`src/design/s5ch_pkg.sv`:
```
// ----------------------------------------------------------------------------
// s5ch_pkg
// Shared types and constants for the SOCKS5 client handshake core.
// ----------------------------------------------------------------------------
`default_nettype none

package s5ch_pkg;

  // item kinds
  localparam logic [1:0] FN_NET_BYTE  = 2'd0;
  localparam logic [1:0] FN_APP_BYTE  = 2'd1;
  localparam logic [1:0] FN_NET_CLOSE = 2'd2;
  localparam logic [1:0] FN_APP_CLOSE = 2'd3;

  // handshake phases
  localparam logic [2:0] PH_METHOD = 3'd0;
  localparam logic [2:0] PH_AUTH   = 3'd1;
  localparam logic [2:0] PH_REPLY  = 3'd2;
  localparam logic [2:0] PH_EST    = 3'd3;
  localparam logic [2:0] PH_FATAL  = 3'd4;

  // send requests
  localparam logic [1:0] SEND_NONE    = 2'd0;
  localparam logic [1:0] SEND_CREDS   = 2'd1;
  localparam logic [1:0] SEND_CONNECT = 2'd2;

  // fault causes
  localparam logic [3:0] FLT_NONE          = 4'd0;
  localparam logic [3:0] FLT_METH_VER      = 4'd1;
  localparam logic [3:0] FLT_NO_METHOD     = 4'd2;
  localparam logic [3:0] FLT_METH_UNOFFER  = 4'd3;
  localparam logic [3:0] FLT_NO_CREDS      = 4'd4;
  localparam logic [3:0] FLT_AUTH_VER      = 4'd5;
  localparam logic [3:0] FLT_AUTH_REJECT   = 4'd6;
  localparam logic [3:0] FLT_REPLY_VER     = 4'd7;
  localparam logic [3:0] FLT_ADDR_TYPE     = 4'd8;
  localparam logic [3:0] FLT_REFUSED       = 4'd9;
  localparam logic [3:0] FLT_NET_CLOSED    = 4'd10;
  localparam logic [3:0] FLT_SIDE_CLOSED   = 4'd11;

  // protocol bytes
  localparam logic [7:0] SOCKS_VER      = 8'h05;
  localparam logic [7:0] AUTH_VER       = 8'h01;
  localparam logic [7:0] METH_NONE      = 8'h00;
  localparam logic [7:0] METH_USERPASS  = 8'h02;
  localparam logic [7:0] METH_REJECT    = 8'hff;
  localparam logic [7:0] ATYP_IPV4      = 8'h01;
  localparam logic [7:0] ATYP_DOMAIN    = 8'h03;
  localparam logic [7:0] ATYP_IPV6      = 8'h04;

  // reply lengths: header (3) plus address type, address and port
  localparam logic [8:0] REPLY_LEN_IPV4 = 9'd3 + 9'd1 + 9'd4 + 9'd2;
  localparam logic [8:0] REPLY_LEN_IPV6 = 9'd3 + 9'd1 + 9'd16 + 9'd2;
  localparam logic [8:0] REPLY_LEN_DOM  = 9'd3 + 9'd1 + 9'd1 + 9'd2;

  // configuration port
  localparam int          CFG_AW     = 3;
  localparam logic        REG_CREDS  = 1'b0;

  typedef struct packed {
    logic       accepted;
    logic       to_net_valid;
    logic [7:0] to_net_byte;
    logic       to_app_valid;
    logic [7:0] to_app_byte;
    logic [1:0] send_message;
    logic [2:0] phase_now;
    logic [3:0] fault_code;
    logic [7:0] server_reply;
  } res_t;

endpackage

`default_nettype wire

```
`src/design/s5ch_if.sv`:
```
// ----------------------------------------------------------------------------
// s5ch_if
// Valid/ready channels for items in and results out of the handshake core.
// ----------------------------------------------------------------------------
`default_nettype none

interface s5ch_in_if;
  logic       valid;
  logic       ready;
  logic [1:0] func;
  logic [7:0] data_byte;

  modport source (output valid, output func, output data_byte, input ready);
  modport sink   (input valid, input func, input data_byte, output ready);
endinterface

interface s5ch_out_if;
  logic       valid;
  logic       ready;
  logic       accepted;
  logic       to_net_valid;
  logic [7:0] to_net_byte;
  logic       to_app_valid;
  logic [7:0] to_app_byte;
  logic [1:0] send_message;
  logic [2:0] phase_now;
  logic [3:0] fault_code;
  logic [7:0] server_reply;

  modport source (output valid, output accepted, output to_net_valid, output to_net_byte,
                  output to_app_valid, output to_app_byte, output send_message,
                  output phase_now, output fault_code, output server_reply,
                  input ready);
  modport sink   (input valid, input accepted, input to_net_valid, input to_net_byte,
                  input to_app_valid, input to_app_byte, input send_message,
                  input phase_now, input fault_code, input server_reply,
                  output ready);
endinterface

`default_nettype wire

```
`src/design/socks5_client_handshake_core.sv`:
```
// ----------------------------------------------------------------------------
// socks5_client_handshake_core
// Client-side SOCKS5 handshake tracker with byte pass-through once established.
// ----------------------------------------------------------------------------
// Results land in the output register, or in the skid stage while it stalls.
// Throughput: one transaction per cycle while the skid stage is empty; the
//   phase/position update is a single compare-and-add feeding state and result.
// A skid stage behind the output register keeps input ready for one extra
//   transaction while a result is stalled.
// Reset (rst_n, synchronous): method phase, all counters and flags cleared.
`default_nettype none

module socks5_client_handshake_core (
  input  wire                          clk,
  input  wire                          rst_n,
  s5ch_in_if.sink                      in_ch,
  s5ch_out_if.source                   out_ch,
  input  wire                          psel,
  input  wire                          penable,
  input  wire                          pwrite,
  input  wire [s5ch_pkg::CFG_AW-1:0]   paddr,
  input  wire [31:0]                   pwdata,
  output logic [31:0]                  prdata,
  output logic                         pready
);
  import s5ch_pkg::*;

  // configuration
  logic cred_r;

  // handshake state
  logic [2:0] phase_r,  phase_nxt;
  logic [8:0] pos_r,    pos_nxt;
  logic       fbg_r,    fbg_nxt;
  logic [7:0] rcode_r,  rcode_nxt;
  logic [8:0] rlen_r,   rlen_nxt;
  logic [3:0] hfault_r, hfault_nxt;
  logic       appcl_r,  appcl_nxt;
  logic       netcl_r,  netcl_nxt;

  // output register and skid stage
  res_t out_r, skid_r, res;
  logic out_vld_r, skid_vld_r;

  logic in_fire;
  logic out_take;

  // ---------------------------------------------------------------------------
  // APB register
  assign pready = 1'b1;

  always_ff @(posedge clk) begin
    if (!rst_n) begin
      cred_r <= 1'b0;
    end else if (psel && penable && pwrite && (paddr[2] == REG_CREDS)) begin
      cred_r <= pwdata[0];
    end
  end

  always_comb begin
    prdata = '0;
    if (paddr[2] == REG_CREDS) begin
      prdata = {31'd0, cred_r};
    end
  end

  // ---------------------------------------------------------------------------
  // next state and result
  always_comb begin
    logic [7:0] b;
    logic [8:0] rlen_v;
    logic [8:0] pos_inc;
    logic       fatal;
    logic [3:0] fcode;
    logic [7:0] want;

    b        = in_ch.data_byte;
    rlen_v   = rlen_r;
    pos_inc  = pos_r + 9'd1;
    fatal    = 1'b0;
    fcode    = FLT_NONE;
    want     = (phase_r == PH_METHOD) ? SOCKS_VER : AUTH_VER;

    phase_nxt  = phase_r;
    pos_nxt    = pos_r;
    fbg_nxt    = fbg_r;
    rcode_nxt  = rcode_r;
    rlen_nxt   = rlen_r;
    hfault_nxt = hfault_r;
    appcl_nxt  = appcl_r;
    netcl_nxt  = netcl_r;

    res = '0;

    case (in_ch.func)
      FN_NET_BYTE: begin
        if (phase_r == PH_FATAL) begin
          res.accepted = 1'b0;
        end else if (netcl_r) begin
          res.fault_code = FLT_SIDE_CLOSED;
        end else begin
          res.accepted = 1'b1;
          if (phase_r == PH_EST) begin
            res.to_app_valid = 1'b1;
            res.to_app_byte  = b;
          end else if (phase_r inside {PH_METHOD, PH_AUTH}) begin
            if (pos_r == 9'd0) begin
              fbg_nxt = (b == want);
              pos_nxt = 9'd1;
            end else begin
              pos_nxt = 9'd0;
              if (phase_r == PH_METHOD) begin
                if (!fbg_r) begin
                  fatal = 1'b1; fcode = FLT_METH_VER;
                end else if (b == METH_NONE) begin
                  phase_nxt = PH_REPLY;
                  rlen_nxt  = 9'd0;
                  res.send_message = SEND_CONNECT;
                end else if (b == METH_USERPASS) begin
                  if (!cred_r) begin
                    fatal = 1'b1; fcode = FLT_NO_CREDS;
                  end else begin
                    phase_nxt = PH_AUTH;
                    res.send_message = SEND_CREDS;
                  end
                end else begin
                  fatal = 1'b1;
                  fcode = (b == METH_REJECT) ? FLT_NO_METHOD : FLT_METH_UNOFFER;
                end
              end else begin
                if (!fbg_r) begin
                  fatal = 1'b1; fcode = FLT_AUTH_VER;
                end else if (b != 8'd0) begin
                  fatal = 1'b1; fcode = FLT_AUTH_REJECT;
                end else begin
                  phase_nxt = PH_REPLY;
                  rlen_nxt  = 9'd0;
                  res.send_message = SEND_CONNECT;
                end
              end
            end
          end else if (phase_r == PH_REPLY) begin
            if (pos_r == 9'd0) begin
              fbg_nxt = (b == SOCKS_VER);
              rlen_v  = 9'd0;
            end else if (pos_r == 9'd1) begin
              rcode_nxt = b;
            end else if (pos_r == 9'd3) begin
              if (!fbg_r) begin
                fatal = 1'b1; fcode = FLT_REPLY_VER;
              end else if (b == ATYP_IPV4) begin
                rlen_v = REPLY_LEN_IPV4;
              end else if (b == ATYP_IPV6) begin
                rlen_v = REPLY_LEN_IPV6;
              end else if (b == ATYP_DOMAIN) begin
                rlen_v = 9'd0;
              end else begin
                fatal = 1'b1; fcode = FLT_ADDR_TYPE;
              end
            end else if (pos_r == 9'd4 && rlen_v == 9'd0) begin
              // domain name: its length byte sets the total
              rlen_v = REPLY_LEN_DOM + {1'b0, b};
            end
            rlen_nxt = rlen_v;
            if (!fatal) begin
              if (rlen_v != 9'd0 && pos_inc >= rlen_v) begin
                pos_nxt  = 9'd0;
                rlen_nxt = 9'd0;
                if (rcode_r != 8'd0) begin
                  fatal = 1'b1; fcode = FLT_REFUSED;
                end else begin
                  phase_nxt = PH_EST;
                end
              end else begin
                pos_nxt = pos_inc;
              end
            end
          end
        end
      end
      FN_APP_BYTE: begin
        if (phase_r == PH_FATAL) begin
          res.accepted = 1'b0;
        end else if (appcl_r) begin
          res.fault_code = FLT_SIDE_CLOSED;
        end else if (phase_r == PH_EST) begin
          res.accepted     = 1'b1;
          res.to_net_valid = 1'b1;
          res.to_net_byte  = b;
        end
      end
      FN_NET_CLOSE: begin
        res.accepted = 1'b1;
        netcl_nxt    = 1'b1;
        if (phase_r != PH_EST && phase_r != PH_FATAL) begin
          fatal = 1'b1; fcode = FLT_NET_CLOSED;
        end
      end
      default: begin
        res.accepted = 1'b1;
        appcl_nxt    = 1'b1;
      end
    endcase

    if (fatal) begin
      phase_nxt  = PH_FATAL;
      hfault_nxt = fcode;
      pos_nxt    = 9'd0;
    end

    if (phase_nxt == PH_FATAL) begin
      res.fault_code = hfault_nxt;
    end
    res.phase_now = phase_nxt;
    if (phase_nxt == PH_FATAL && hfault_nxt == FLT_REFUSED) begin
      res.server_reply = rcode_nxt;
    end
  end

  // ---------------------------------------------------------------------------
  // handshake
  assign in_ch.ready = !skid_vld_r;
  assign in_fire     = in_ch.valid && in_ch.ready;
  assign out_take    = !out_vld_r || out_ch.ready;

  always_ff @(posedge clk) begin
    if (!rst_n) begin
      phase_r  <= PH_METHOD;
      pos_r    <= '0;
      fbg_r    <= 1'b0;
      rcode_r  <= '0;
      rlen_r   <= '0;
      hfault_r <= FLT_NONE;
      appcl_r  <= 1'b0;
      netcl_r  <= 1'b0;
    end else if (in_fire) begin
      phase_r  <= phase_nxt;
      pos_r    <= pos_nxt;
      fbg_r    <= fbg_nxt;
      rcode_r  <= rcode_nxt;
      rlen_r   <= rlen_nxt;
      hfault_r <= hfault_nxt;
      appcl_r  <= appcl_nxt;
      netcl_r  <= netcl_nxt;
    end
  end

  always_ff @(posedge clk) begin
    if (!rst_n) begin
      out_vld_r  <= 1'b0;
      skid_vld_r <= 1'b0;
    end else if (out_take) begin
      if (skid_vld_r) begin
        out_vld_r  <= 1'b1;
        skid_vld_r <= 1'b0;
      end else begin
        out_vld_r  <= in_fire;
      end
    end else if (in_fire) begin
      skid_vld_r <= 1'b1;
    end
  end

  always_ff @(posedge clk) begin
    if (out_take) begin
      out_r <= skid_vld_r ? skid_r : res;
    end else if (in_fire) begin
      skid_r <= res;
    end
  end

  assign out_ch.valid        = out_vld_r;
  assign out_ch.accepted     = out_r.accepted;
  assign out_ch.to_net_valid = out_r.to_net_valid;
  assign out_ch.to_net_byte  = out_r.to_net_byte;
  assign out_ch.to_app_valid = out_r.to_app_valid;
  assign out_ch.to_app_byte  = out_r.to_app_byte;
  assign out_ch.send_message = out_r.send_message;
  assign out_ch.phase_now    = out_r.phase_now;
  assign out_ch.fault_code   = out_r.fault_code;
  assign out_ch.server_reply = out_r.server_reply;

  // ---------------------------------------------------------------------------
  // checks
  a_skid_behind_out: assert property (@(posedge clk) disable iff (!rst_n)
    skid_vld_r |-> out_vld_r)
    else $error("skid stage holds a result while the output register is empty");

  a_fatal_sticks: assert property (@(posedge clk) disable iff (!rst_n)
    phase_r == PH_FATAL |=> phase_r == PH_FATAL)
    else $error("left the fatal phase");

  a_fault_matches_phase: assert property (@(posedge clk) disable iff (!rst_n)
    (phase_r == PH_FATAL) == (hfault_r != FLT_NONE))
    else $error("held fault out of step with the fatal phase");

  a_reply_pos_bound: assert property (@(posedge clk) disable iff (!rst_n)
    phase_r == PH_REPLY |-> pos_r < (REPLY_LEN_DOM + 9'd255))
    else $error("reply byte position past the longest reply");

endmodule

`default_nettype wire

```
`src/flat_wrapper.sv`:
```
// flat-port wrapper written by rule: the top's interface ports become plain ports
module socks5_client_handshake_core_flat import s5ch_pkg::*;
  (clk, rst_n, psel, penable, pwrite, paddr, pwdata, prdata, pready, in_ch_valid, in_ch_func, in_ch_data_byte, in_ch_ready, out_ch_valid, out_ch_accepted, out_ch_to_net_valid, out_ch_to_net_byte, out_ch_to_app_valid, out_ch_to_app_byte, out_ch_send_message, out_ch_phase_now, out_ch_fault_code, out_ch_server_reply, out_ch_ready);
  s5ch_in_if in_ch_i ();
  s5ch_out_if out_ch_i ();
  input  wire clk;
  input  wire rst_n;
  input  wire psel;
  input  wire penable;
  input  wire pwrite;
  input  wire [s5ch_pkg::CFG_AW-1:0] paddr;
  input  wire [31:0] pwdata;
  output logic [31:0] prdata;
  output logic pready;
  input wire logic [$bits(in_ch_i.valid)-1:0] in_ch_valid;
  input wire logic [$bits(in_ch_i.func)-1:0] in_ch_func;
  input wire logic [$bits(in_ch_i.data_byte)-1:0] in_ch_data_byte;
  output wire logic [$bits(in_ch_i.ready)-1:0] in_ch_ready;
  output wire logic [$bits(out_ch_i.valid)-1:0] out_ch_valid;
  output wire logic [$bits(out_ch_i.accepted)-1:0] out_ch_accepted;
  output wire logic [$bits(out_ch_i.to_net_valid)-1:0] out_ch_to_net_valid;
  output wire logic [$bits(out_ch_i.to_net_byte)-1:0] out_ch_to_net_byte;
  output wire logic [$bits(out_ch_i.to_app_valid)-1:0] out_ch_to_app_valid;
  output wire logic [$bits(out_ch_i.to_app_byte)-1:0] out_ch_to_app_byte;
  output wire logic [$bits(out_ch_i.send_message)-1:0] out_ch_send_message;
  output wire logic [$bits(out_ch_i.phase_now)-1:0] out_ch_phase_now;
  output wire logic [$bits(out_ch_i.fault_code)-1:0] out_ch_fault_code;
  output wire logic [$bits(out_ch_i.server_reply)-1:0] out_ch_server_reply;
  input wire logic [$bits(out_ch_i.ready)-1:0] out_ch_ready;
  assign in_ch_i.valid = in_ch_valid;
  assign in_ch_i.func = in_ch_func;
  assign in_ch_i.data_byte = in_ch_data_byte;
  assign in_ch_ready = in_ch_i.ready;
  assign out_ch_valid = out_ch_i.valid;
  assign out_ch_accepted = out_ch_i.accepted;
  assign out_ch_to_net_valid = out_ch_i.to_net_valid;
  assign out_ch_to_net_byte = out_ch_i.to_net_byte;
  assign out_ch_to_app_valid = out_ch_i.to_app_valid;
  assign out_ch_to_app_byte = out_ch_i.to_app_byte;
  assign out_ch_send_message = out_ch_i.send_message;
  assign out_ch_phase_now = out_ch_i.phase_now;
  assign out_ch_fault_code = out_ch_i.fault_code;
  assign out_ch_server_reply = out_ch_i.server_reply;
  assign out_ch_i.ready = out_ch_ready;
  socks5_client_handshake_core u_core (.clk(clk), .rst_n(rst_n), .in_ch(in_ch_i), .out_ch(out_ch_i), .psel(psel), .penable(penable), .pwrite(pwrite), .paddr(paddr), .pwdata(pwdata), .prdata(prdata), .pready(pready));
endmodule
```
`config.mk`:
```
export PLATFORM = sky130hd
export DESIGN_NAME = socks5_client_handshake_core_flat
export DESIGN_NICKNAME = d
export VERILOG_FILES = /design/src/design/s5ch_pkg.sv /design/src/design/s5ch_if.sv /design/src/design/socks5_client_handshake_core.sv /design/src/flat_wrapper.sv
export SDC_FILE = /design/constraint.sdc
export NUM_CORES = 1
export LEC_CHECK = 0
export BUFFER_PORTS_ARGS = -buffer_cell sky130_fd_sc_hd__buf_2
export CAP_MARGIN = 20
export CORE_UTILIZATION = 25
export DETAILED_ROUTE_END_ITERATION = 10
export GPL_TIMING_DRIVEN = 0
export PLACE_DENSITY_LB_ADDON = 0.12
export SETUP_SLACK_MARGIN = 0.4
export SLEW_MARGIN = 20
export SYNTH_ARGS = -nofsm -noshare
export SYNTH_HDL_FRONTEND = slang
export SYNTH_SLANG_ARGS = --single-unit
```
`constraint.sdc`:
```
create_clock -name clk -period 6.68 [get_ports clk]
set_input_delay 0.668 -clock clk [delete_from_list [all_inputs] [get_ports clk]]
set_output_delay 0.668 -clock clk [all_outputs]
set_load 0.01 [all_outputs]
```
==> impl_metrics.yaml <==
run_status:
  status: "finished, violations left"
  violations: "design-rule violations"
synth:
  synth_xor_area_share_pct: 1.37
  ys_top_cells_by_count: "edfxtp_1 (72), nand2_1 (62), nor2_1 (46)"
  yosysMostFrequentCell: "edfxtp_1"
  muxShareOfSynthArea_pct: 6.27
  async_flop_share_pct: 0
  syn_inst: 644
  ys_seq_area_share_pct: 46.1
  synth_compound_area_share_pct: 14.3
  netlist_area_sq_um: 6390
  synth.top_cell.area_share_pct: 33.9
  yosysUniqueCellTypes: 68
  synthAdderAreaFrac_pct: 2.74
  yosys.area_share.simple_pct: 22.2
  netlist_top_cells_area: "edfxtp_1 (34%), dfxtp_1 (12%), mux2_2 (4.2%), buf_4 (4.0%), nand2_1 (3.6%)"
  ys_ff_latch: 111
  synth_ff_type: "edfxtp_1"
  yosysWarnings: 0
  yosysTopAreaCell: "edfxtp_1"
  synth_top_family_by_area: "simple AND/OR/NAND/NOR gates"
  synth_area_per_cell_sq_um: 9.92
  synth_edf_count: 72
cts:
  cts-resized-gates: 0
  postCtsHoldBufs: 0
  cts_setup_buffers: 0
  path_clk_slew_ns: 0.08
  h-tree-depth: 3
  cts.sinks: 111
  clkLatencyLatePin_ns: 0.36
  root_buffer: "clkbuf_16"
  cts_tree: "done"
  numCtsBuffers: 9
  clock_tree.buffer_depth: 2
grt:
  grt_pass1_vias: 4913
  grt_start_max_net_pins: 23
  grt_use_total_pct: 14.2
  antenna_found_initial: 0
  grt_pass1_wl_um: 28500
  gr-total-overflow: 0
routing:
  vias: 5100
  wl_per_cell_um: 17.1
  drt_wl_total_um: 18400
  drc: 1
  viasPerCell: 4.74
  ant_nets: 0
  firstDrtPassIters: 8
  first_iter_violations: 417
pwr:
  switching_share_pct: 25.0
  p_int_w: 0.00114
  seqPwrFrac_pct: 49.4
  comb_power_share_pct: 9.8
  netSwitchingPower_w: 0.000380
  ir_worst_vdd_mv: 0.103
  share_clk_of_total_power_pct: 40.7
  power_density_nw_per_um2: 200
  power.leakage_nw: 2.92
worst_setup_path:
  required_ns: 6.81
  critPathMaxFanout: 9
  end_kind: "flip-flop"
  r2r-start: "u_core.pos_r[0]"
  cp-startpoint: "in_ch_data_byte[0]"
  cp-start-kind: "input port"
  worst-setup-path-type: "in2reg"
  cp.arrival_ns: 4.96
hold_path:
  hold_start: "u_core.rcode_r[0]"
  hp-class: "reg2reg"
timing:
  maxSlewHeadroom_pct: 43.4
  setup_viol: 0
  fmax_mhz: 207
  fin_skew_ns: 0.0115
  drv_slew: 0
  finalSetupTns_ns: 0
  fin_crit_sh_pct: 72.2
  rsz0062_at_grt: "no"
  final-hold-violation-count: 0
  period_minus_slack_ns: 4.83
  worst_pin_slew_ns: 0.842
finish:
  nets: 807
  drive_gt1_share_pct: 21.2
  nFillCells: 2660
  syn_to_final_growth_pct: 18.8
  layoutNonFillerInstCount: 1076
  seq_area_sq_um: 2940
  multi_input_comb_area_sq_um: 3130
  n_antenna_cell: 0
floorplanning:
  die_h_um: 162
  start_util_pct: 25.4
  die_x_um: 162
  core_area_sq_um: 25100
  ios: 123
  fp-row-count: 58
  fp.dieArea_sq_um: 26200
placement:
  globalplace.congestion: 0.837
  dp_hpwl_um: 13800
  numPortBuffers: 54
  dp_cells: 1060
flow_run:
  max_cap_viol_count: 0
-- worst paths after layout --
path / to / slack, ns / cells past startpoint
worst max-delay path: u_core.out_ch.phase_now[0] / 1.85 / 19
worst min-delay path: u_core.rcode_r[0] / 0.47 / 2
worst max register to register: u_core.out_ch.phase_now[0] / 1.86 / 17
worst min register to register: u_core.rcode_r[0] / 0.47 / 2
-- critical path: stages --
cell,delay (ns)
buf_2,0.18
inv_1,0.22
ha_1,0.39
nand2b_1,0.20
nand4_1,0.20
nor3_2,0.46
a211o_1,0.24
ha_1,0.27
a21oi_1,0.13
nor2b_1,0.05
o21ai_0,0.14
nand2b_1,0.11
a2111o_1,0.36
a32o_1,0.27
nand4_1,0.21
and2_1,0.16
buf_4,0.17
o311ai_1,0.15
o31ai_1,0.36
-- kinds of logic (layout without fill, tap and decap cells) --
| family | after synthesis | after routing |
|---|---|---|
| AOI/OAI and AO/OA | 132 | 132 |
| and+or+nand+nor | 258 | 258 |
| other | 2 | 32 |
| DFF | 111 | 111 |
| muxes | 37 | 37 |
| buffers and inverters | 80 | 152 |
| xor gates and xnor gates | 10 | 10 |
| adders and majority gates | 14 | 14 |
-- sequential cells by signal, indices dropped and copies added (netlist names) --
signal,count
u_core.appcl_r,1
u_core.cred_r,1
u_core.fbg_r,1
u_core.hfault_r,4
u_core.netcl_r,1
u_core.out_ch.accepted,1
u_core.out_ch.fault_code,4
u_core.out_ch.phase_now,3
u_core.out_ch.send_message,2
u_core.out_ch.server_reply,8
u_core.out_ch.to_app_byte,8
u_core.out_ch.to_app_valid,1
u_core.out_ch.to_net_byte,8
u_core.out_ch.to_net_valid,1
u_core.out_ch.valid,1
u_core.phase_r,3
u_core.pos_r,9
u_core.rcode_r,8
u_core.rlen_r,9
u_core.skid_r,36
u_core.skid_vld_r,1
-- layout by cell type, fill, tap and decap left out, drive strengths merged, types with 9 or more instances in the layout --
cell and count:
buf 99, edfxtp 72, nand2 62, nor2 46, dfxtp 39, conb 32, clkbuf 30, o21ai 25
mux2 24, nor2b 21, and2 21, a21oi 20, nand3 19, nor3 19, inv 19, a21boi 19
o31ai 18, ha 14, mux2i 13, and3 12, nand2b 10, xnor2 9, nand4 9, a31oi 9
-- cell type report --
class / instances / area share [%]
plain buffers: 64 / 5.06
clock buffers: 9 / 2.97
clock inverters: 7 / 1.43
inverters: 16 / 0.792
multi-input cells: 483 / 41.2
flip-flops and latches: 111 / 38.8
well taps: 330 / 5.44
repair buffers: 56 / 4.29
-- per-stage QoR --
| step | power (W) | utilization (%) | cell area, sq um | setup slack [ns] | hold slack (ns) |
|---|---|---|---|---|---|
| finish | 0.00152 | 30.2 | 7590 | 1.85 | 0.470 |
| global route | 0.00158 | 30.2 | 7590 | 1.54 | 0.504 |
| CTS | 0.00154 | 30.2 | 7590 | 1.83 | 0.475 |
| detailed placement | 0.000916 | 28.9 | 7250 | 1.47 | 0.464 |
| global placement | 0.000913 | 28.6 | 7180 | 1.33 | 0.465 |
| floorplan | 0.000862 | - | 6500 | 2.54 | 0.447 |
-- routing by layer --
layer | global-route usage, % | vias up | share of wire, %
li1 | - | 2488 | -
met3 | 2.32 | 11 | 4.4
met4 | 3.77 | 0 | 0.97
met2 | 23.3 | 141 | 47
met1 | 19.2 | 2460 | 48
met5 | 0 | - | 0
-- power by group through the flow --
stage                     registers (W)  clock network [W]  logic [W]
after floorplan                0.000775                  0  0.0000871
after global placement         0.000768                  0   0.000145
after detailed placement       0.000767                  0   0.000149
after CTS                      0.000751           0.000639   0.000150
after global routing           0.000753           0.000663   0.000162
final                          0.000751           0.000618   0.000150
Power figures use the tool's default switching activity.
